### src/design/sorted_lock_set_defines.svh
// ----------------------------------------------------------------------------
// sorted_lock_set_defines
// Assertion macros for the sorted lock set, included by sorted_lock_set.sv.
// ----------------------------------------------------------------------------
`ifndef SORTED_LOCK_SET_DEFINES_SVH
`define SORTED_LOCK_SET_DEFINES_SVH

// Invariant checked at every rising clock edge outside reset.
`define SLS_CHECK(lbl, cond, msg) \
  lbl: assert property (@(posedge clk) disable iff (rst) (cond)) else $error(msg);

// Condition in one cycle implies consequence in the next cycle.
`define SLS_NEXT(lbl, ante, cons, msg) \
  lbl: assert property (@(posedge clk) disable iff (rst) (ante) |=> (cons)) else $error(msg);

`endif

### src/design/slset_pkg.sv
// ----------------------------------------------------------------------------
// slset_pkg
// Types, codes and default sizes of the sorted lock set.
// ----------------------------------------------------------------------------
package slset_pkg;

  localparam int DEPTH_DEF    = 16;
  localparam int KEY_BITS_DEF = 48;

  localparam logic [1:0] MODE_INSERT     = 2'd0;
  localparam logic [1:0] MODE_LIST       = 2'd1;
  localparam logic [1:0] MODE_LIST_CLEAR = 2'd2;
  localparam logic [1:0] MODE_CLEAR      = 2'd3;

  localparam logic [2:0] STAT_INSERTED  = 3'd0;
  localparam logic [2:0] STAT_DUPLICATE = 3'd1;
  localparam logic [2:0] STAT_FULL      = 3'd2;
  localparam logic [2:0] STAT_LISTED    = 3'd3;
  localparam logic [2:0] STAT_EMPTY     = 3'd4;
  localparam logic [2:0] STAT_CLEARED   = 3'd5;

  typedef enum logic [1:0] {
    ST_IDLE = 2'b01,
    ST_LIST = 2'b10
  } state_t;

  // Per-cycle command broadcast to every cell.
  typedef struct packed {
    logic insert_en;  // place new key at its sorted slot
    logic rotate;     // shift entries down by one, head wraps to top
  } cell_ctl_t;

endpackage

### src/design/slset_cell.sv
// ----------------------------------------------------------------------------
// slset_cell
// One slot of the sorted chain: holds a key and its access kind, compares
// against the incoming key and takes a neighbor's entry on shift.
// ----------------------------------------------------------------------------
module slset_cell #(
  parameter int KEY_BITS = slset_pkg::KEY_BITS_DEF
) (
  input  logic                  clk,
  input  slset_pkg::cell_ctl_t  ctl,
  input  logic                  valid,
  input  logic                  first,
  input  logic [KEY_BITS-1:0]   in_key,
  input  logic                  in_shared,
  input  logic [KEY_BITS-1:0]   prev_key,
  input  logic                  prev_shared,
  input  logic                  prev_lt,
  input  logic [KEY_BITS-1:0]   up_key,
  input  logic                  up_shared,
  input  logic [KEY_BITS-1:0]   head_key,
  input  logic                  head_shared,
  input  logic                  wrap,
  output logic [KEY_BITS-1:0]   key,
  output logic                  shared,
  output logic                  lt,
  output logic                  eq,
  output logic                  bnd
);

  assign lt  = valid && (key < in_key);
  assign eq  = valid && (key == in_key);
  // first slot whose key is not below the new one
  assign bnd = !lt && (first || prev_lt);

  always_ff @(posedge clk) begin
    if (ctl.insert_en) begin
      if (!lt) begin
        if (bnd) begin
          key    <= in_key;
          shared <= in_shared;
        end else begin
          key    <= prev_key;
          shared <= prev_shared;
        end
      end
    end else if (ctl.rotate) begin
      if (wrap) begin
        key    <= head_key;
        shared <= head_shared;
      end else begin
        key    <= up_key;
        shared <= up_shared;
      end
    end
  end

endmodule

### src/design/sorted_lock_set.sv
// ----------------------------------------------------------------------------
// sorted_lock_set
// Sorted set of lock addresses with access kind, insert with duplicate check.
// ----------------------------------------------------------------------------
// An item is taken when start is high and busy is low. Insert and clear items
// give a single result word: it shows on the cycle after the item is taken,
// with done high and last high. List items emit one word per cycle, entry
// count words (one word when the set is empty), the first on the cycle after
// the item is taken; busy stays high until the last word is produced. Listing
// rotates the cell chain down one slot a cycle and the head wraps to the top,
// so after a full listing the set is back in order. Results are not held: each
// word is valid only in the cycle done is high and must be taken then.
// ----------------------------------------------------------------------------
module sorted_lock_set #(
  parameter int DEPTH    = slset_pkg::DEPTH_DEF,
  parameter int KEY_BITS = slset_pkg::KEY_BITS_DEF
) (
  input  logic                clk,
  input  logic                rst,
  input  logic                start,
  input  logic [1:0]          mode,
  input  logic [KEY_BITS-1:0] key,
  input  logic                shared_access,
  output logic                busy,
  output logic                done,
  output logic [2:0]          status,
  output logic [KEY_BITS-1:0] key_out,
  output logic                shared_out,
  output logic [3:0]          position,
  output logic                last
);

`include "sorted_lock_set_defines.svh"

  localparam int CNT_W = $clog2(DEPTH + 1);
  localparam int IDX_W = $clog2(DEPTH);

  slset_pkg::state_t    state, state_next;
  slset_pkg::cell_ctl_t ctl;

  logic [CNT_W-1:0] cnt, cnt_next;
  logic [IDX_W-1:0] idx, idx_next;
  logic             clr, clr_next;
  logic             done_next;
  logic [2:0]       status_next;
  logic [KEY_BITS-1:0] key_out_next;
  logic             shared_out_next;
  logic [IDX_W-1:0] pos_next;
  logic             last_next;

  logic [KEY_BITS-1:0] cell_key [DEPTH];
  logic [DEPTH-1:0]    cell_shared, cell_lt, cell_eq, cell_bnd;

  logic             accept, any_eq, full, list_mode, list_step, list_last;
  logic [IDX_W-1:0] eq_idx, bnd_idx, emit_idx;
  logic [IDX_W+3:0] pos_ext;

  assign busy      = (state == slset_pkg::ST_LIST);
  assign accept    = start && !busy;
  assign any_eq    = |cell_eq;
  assign full      = (cnt == CNT_W'(DEPTH));
  assign list_mode = (mode == slset_pkg::MODE_LIST) || (mode == slset_pkg::MODE_LIST_CLEAR);
  assign list_step = busy || (accept && list_mode && (cnt != '0));
  assign emit_idx  = busy ? idx : '0;
  assign list_last = ((CNT_W'(emit_idx) + CNT_W'(1)) == cnt);

  assign ctl.rotate    = list_step;
  assign ctl.insert_en = accept && (mode == slset_pkg::MODE_INSERT) && !any_eq && !full;

  for (genvar i = 0; i < DEPTH; i++) begin : g_cell
    logic [KEY_BITS-1:0] prev_key, up_key;
    logic                prev_shared, prev_lt, up_shared;

    if (i == 0) begin : g_first
      assign prev_key    = key;
      assign prev_shared = shared_access;
      assign prev_lt     = 1'b0;
    end else begin : g_mid
      assign prev_key    = cell_key[i-1];
      assign prev_shared = cell_shared[i-1];
      assign prev_lt     = cell_lt[i-1];
    end

    if (i == DEPTH - 1) begin : g_top
      assign up_key    = cell_key[0];
      assign up_shared = cell_shared[0];
    end else begin : g_low
      assign up_key    = cell_key[i+1];
      assign up_shared = cell_shared[i+1];
    end

    slset_cell #(
      .KEY_BITS (KEY_BITS)
    ) u_cell (
      .clk         (clk),
      .ctl         (ctl),
      .valid       (CNT_W'(i) < cnt),
      .first       (i == 0),
      .in_key      (key),
      .in_shared   (shared_access),
      .prev_key    (prev_key),
      .prev_shared (prev_shared),
      .prev_lt     (prev_lt),
      .up_key      (up_key),
      .up_shared   (up_shared),
      .head_key    (cell_key[0]),
      .head_shared (cell_shared[0]),
      .wrap        (CNT_W'(i + 1) == cnt),
      .key         (cell_key[i]),
      .shared      (cell_shared[i]),
      .lt          (cell_lt[i]),
      .eq          (cell_eq[i]),
      .bnd         (cell_bnd[i])
    );
  end

  // match and boundary flags each have at most one bit set; OR their indices together
  always_comb begin
    eq_idx  = '0;
    bnd_idx = '0;
    for (int i = 0; i < DEPTH; i++) begin
      if (cell_eq[i])  eq_idx  = eq_idx  | IDX_W'(i);
      if (cell_bnd[i]) bnd_idx = bnd_idx | IDX_W'(i);
    end
  end

  always_comb begin
    state_next      = state;
    cnt_next        = cnt;
    idx_next        = idx;
    clr_next        = clr;
    done_next       = 1'b0;
    status_next     = slset_pkg::STAT_CLEARED;
    key_out_next    = '0;
    shared_out_next = 1'b0;
    pos_next        = '0;
    last_next       = 1'b1;

    if (list_step) begin
      done_next       = 1'b1;
      status_next     = slset_pkg::STAT_LISTED;
      key_out_next    = cell_key[0];
      shared_out_next = cell_shared[0];
      pos_next        = emit_idx;
      last_next       = list_last;
      idx_next        = emit_idx + IDX_W'(1);
      if (!busy) clr_next = (mode == slset_pkg::MODE_LIST_CLEAR);
      if (list_last) begin
        state_next = slset_pkg::ST_IDLE;
        if (busy ? clr : (mode == slset_pkg::MODE_LIST_CLEAR)) cnt_next = '0;
      end else begin
        state_next = slset_pkg::ST_LIST;
      end
    end else if (accept) begin
      done_next = 1'b1;
      unique case (mode)
        slset_pkg::MODE_INSERT: begin
          key_out_next    = key;
          shared_out_next = shared_access;
          if (any_eq) begin
            status_next = slset_pkg::STAT_DUPLICATE;
            pos_next    = eq_idx;
          end else if (full) begin
            status_next = slset_pkg::STAT_FULL;
          end else begin
            status_next = slset_pkg::STAT_INSERTED;
            pos_next    = bnd_idx;
            cnt_next    = cnt + CNT_W'(1);
          end
        end
        slset_pkg::MODE_LIST, slset_pkg::MODE_LIST_CLEAR: begin
          // only reached with an empty set
          status_next = slset_pkg::STAT_EMPTY;
        end
        slset_pkg::MODE_CLEAR: begin
          status_next = slset_pkg::STAT_CLEARED;
          cnt_next    = '0;
        end
        default: begin
          status_next = slset_pkg::STAT_CLEARED;
        end
      endcase
    end
  end

  always_ff @(posedge clk) begin
    if (rst) begin
      state <= slset_pkg::ST_IDLE;
      cnt   <= '0;
      idx   <= '0;
      clr   <= 1'b0;
      done  <= 1'b0;
    end else begin
      state <= state_next;
      cnt   <= cnt_next;
      idx   <= idx_next;
      clr   <= clr_next;
      done  <= done_next;
    end
  end

  assign pos_ext = {4'b0000, pos_next};

  always_ff @(posedge clk) begin
    status     <= status_next;
    key_out    <= key_out_next;
    shared_out <= shared_out_next;
    position   <= pos_ext[3:0];
    last       <= last_next;
  end

  `SLS_CHECK(a_cnt_bound, cnt <= CNT_W'(DEPTH), "entry count above depth")
  `SLS_CHECK(a_eq_onehot, $onehot0(cell_eq), "key matches more than one entry")
  `SLS_NEXT(a_single_result, accept && !list_step, done && last && !busy, "single-word item did not finish")
  `SLS_NEXT(a_list_emits, busy, done && (status == slset_pkg::STAT_LISTED), "listing skipped a cycle")
  `SLS_NEXT(a_list_ends, list_step && list_last, !busy && last, "listing did not end on last entry")

endmodule
### config.mk
export PLATFORM = sky130hd
export DESIGN_NAME = sorted_lock_set
export DESIGN_NICKNAME = d
export VERILOG_FILES = /design/src/design/slset_pkg.sv /design/src/design/slset_cell.sv /design/src/design/sorted_lock_set.sv
export VERILOG_INCLUDE_DIRS = /design/src /design/src/design
export SDC_FILE = /design/constraint.sdc
export NUM_CORES = 2
export LEC_CHECK = 0
export BUFFER_PORTS_ARGS = -buffer_cell sky130_fd_sc_hd__buf_2
export CAP_MARGIN = 20
export CORE_AREA = 4 4 488 490
export DETAILED_ROUTE_END_ITERATION = 10
export DIE_AREA = 0 0 492 494
export GPL_TIMING_DRIVEN = 1
export SKIP_LAST_GASP = 1
export SYNTH_ARGS = -nofsm -noshare
export SYNTH_HDL_FRONTEND = slang
export SYNTH_SLANG_ARGS = --single-unit
### constraint.sdc
create_clock -name clk -period 7.6 [get_ports clk]
set_input_delay 1.14 -clock clk [delete_from_list [all_inputs] [get_ports clk]]
set_output_delay 1.14 -clock clk [all_outputs]
set_load 0.01 [all_outputs]
==> results.toml <==
[min_path]
hold_class = "flip-flop to flip-flop"

[logic_synthesis]
async_flop_share_pct = 0
synth_fp_nets = 8012
ys_seq_elements = 854
ys.flop_type = "edfxtp_1"
synth.largest_area_cell = "edfxtp_1"
yosysWarningCount = 0
syn_area_per_cell_um2 = 9.41
netlist_instances = 7183
synthDistinctLibCells = 98
synth_edf_count = 784
synth_seq_area_share_pct = 36.9
syn_area_um2 = 67600
synth.area.top_cells = "edfxtp_1 35%, ha_1 14%, mux2i_1 7.3%, o21ai_0 6.4%, a21oi_1 5.8%"
synth_top_area_share_pct = 34.8

[final_layout]
final_nets = 7886
fill_cells = 24000
drive_above_1_share_pct = 12.6
stdcell_area_um2 = 75300
final_common_cell = "nand2_1"
area_growth_pct = 11.3
final_util_pct = 32.2
layout_common_cells = "966 x nand2_1, 864 x o21ai_0, 784 x edfxtp_1"

[detailed_routing]
wirelength_um = 301000
firstDrtPassIters = 6
via_count = 60700
first_iter_violations = 8433
via_per_inst = 5.89
drc = 0
postRouteAntennaNets = 0
wl_per_cell_um = 29.2

[placed_design]
finalWeightedCongestion = 1.02
place_hpwl_um = 209000
place_area_um2 = 71700
port_buffers = 112

[sta]
finalSetupTns_ns = 0
fmax_mhz = 163
period_share_pct = 80.7
hold_violations = 0
setup_viol = 0
slew-limit-headroom_pct = 9.13
slew_viol_final = 0
rsz0062_at_grt = "no"
tightest_slew_ns = 1.36
skew_ns = 0.106
period_needed_ns = 6.13

[clock_tree]
cts_tree = "done"
clk_path_buf_depth = 3
path_clk_slew_ns = 0.06
postCtsHoldBufs = 0
ctsResizeCount = 0
cts_max_level = 3
clk_latency_ns = 0.83
clock-sinks = 854
clockRootBuffer = "clkbuf_16"
post-cts-setup-buffers = 0
cts-buffers-inserted = 109

[die]
fp-row-count = 178
die_w_um = 492
die_y_um = 494
start_util_pct = 28.9
dieArea_um2 = 243000
io_pins = 113
core_area_um2 = 234000

[worst_setup_path]
arrival_ns = 6.53
end_kind = "flip-flop"
critPathRequiredTime_ns = 8.00
crit_chain = "buf_2 > inv_1 > ha_1 > nand4_1 > nor3_1 > nand4_1 > nor4_4 > a2111oi_4 > and2b_1 > and3_4 > a21oi_4 > buf_12"
start_kind = "primary input"
path_max_fanout = 24
worst_path_most_repeated_cell = "nand4_1"
crit_slowest_cell = "a21oi_4"
path_class = "primary input to flip-flop"
slowest_delay_ns = 0.90

[flow_run]
maxCapViolCount = 0

[grt]
use_met3_pct = 6.20
busiest_layer = "met2"
grt_antenna_before_repair = 24
grt_pass1_wl_um = 423000
grt_max_degree = 273
track_usage_pct = 23.7
use_met1_pct = 32.0
grt-ovfl-total = 0
met2_usage_pct = 35.2
grt_pass1_vias = 56200

[status]
outcome = "finished, final reports clean"

[pwr]
ir_drop_mv = 0.197
leakage_nw = 29.1
p_per_area_nw_per_um2 = 174
finalPower_mw = 13.1
## per-stage QoR
step	hold WS (ns)	setup slack, ns	std cells
floorplan	0.441	0.959	7183
global placement	0.455	0.727	10100
detailed placement	0.470	0.830	10100
CTS	0.477	1.64	10300
global route	0.529	1.31	10300
finish	0.476	1.47	10300
## routing by layer
layer | vias to the layer above | share of wire (%)
met5 | - | 0.022
met1 | 29600 | 40
met2 | 3860 | 42
met4 | 10 | 5.4
met3 | 673 | 12
li1 | 26600 | -
## state kept, by name (all words and copies together), names as in the netlist, 2 cells and up
name                  flops
g_cell.u_cell.shared     16
idx                       4
status                    3
key_out                  48
g_cell.u_cell.key       768
cnt                       5
state                     2
position                  4
## where the power goes
group	total, mW	switching (mW)	internal, mW
registers	5.68	0.267	5.42
logic	2.05	1.36	0.686
clock network	5.40	2.41	2.99
total	13.1	4.03	9.09
## Yosys cell counts (13+ instances only)
cell and n:
nand2_1 969, o21ai_0 864, a21oi_1 788, edfxtp_1 784, ha_1 775, mux2i_1 490
nor2b_1 327, nor2_1 270, clkbuf_1 264, a211oi_2 255, nand4_1 167, buf_2 152
inv_1 143, nand3_1 88, a21o_1 80, dfxtp_1 70, a211oi_1 63, buf_1 58
nor3_1 51, a21oi_2 50, mux2_2 48, o22ai_1 42, buf_6 40, nor4_1 28
a221oi_1 25, o211ai_1 25, and4_1 20, buf_4 19, nand2b_1 15, o21ai_1 15
a21boi_0 14, a31oi_1 13
## worst paths after layout
check                       from                                  end  cells past startpoint  slack, ns
min          idx[1]$_SDFFE_PP0P_                  idx[1]$_SDFFE_PP0P_                      2       0.48
max reg2reg  cnt[3]$_SDFFE_PP0P_   g_cell[7].u_cell.key[22]$_DFFE_PP_                     10       2.15
max                      key[38]  g_cell[10].u_cell.key[28]$_DFFE_PP_                     12       1.47
min reg2reg  idx[1]$_SDFFE_PP0P_                  idx[1]$_SDFFE_PP0P_                      2       0.48
## cell type report
class	instances	area, um^2	area share, %
Clock buffer	150	2980	3.96
Multi-Input combinational cell	5649	40000	53.2
Tap cell	3150	3940	5.24
Inverter	146	548	0.728
Clock inverter	52	547	0.726
Sequential cell	854	24900	33.1
Antenna cell	7	17.5	0.0233
Timing Repair Buffer	297	2270	3.02
## critical path: cells and delay by family
kind                       cells  cell delay [ns]
and+or+nand+nor                6             2.57
adders and majority gates      1             0.51
AOI/OAI and AO/OA              2             1.01
buffers and inverters          3             1.22
## kinds of logic after synthesis
group | Yosys count | share of synthesized area (%)
AO/OA/AOI/OAI | 2336 | 22.0
AND/OR/NAND/NOR | 1994 | 13.9
flip-flops | 854 | 36.9
adder cells (fa/ha/maj) | 775 | 14.3
buffers and inverters | 680 | 4.62
multiplexers | 538 | 8.06
XOR/XNOR | 6 | 0.0777
(Power assumes the default switching activity.)
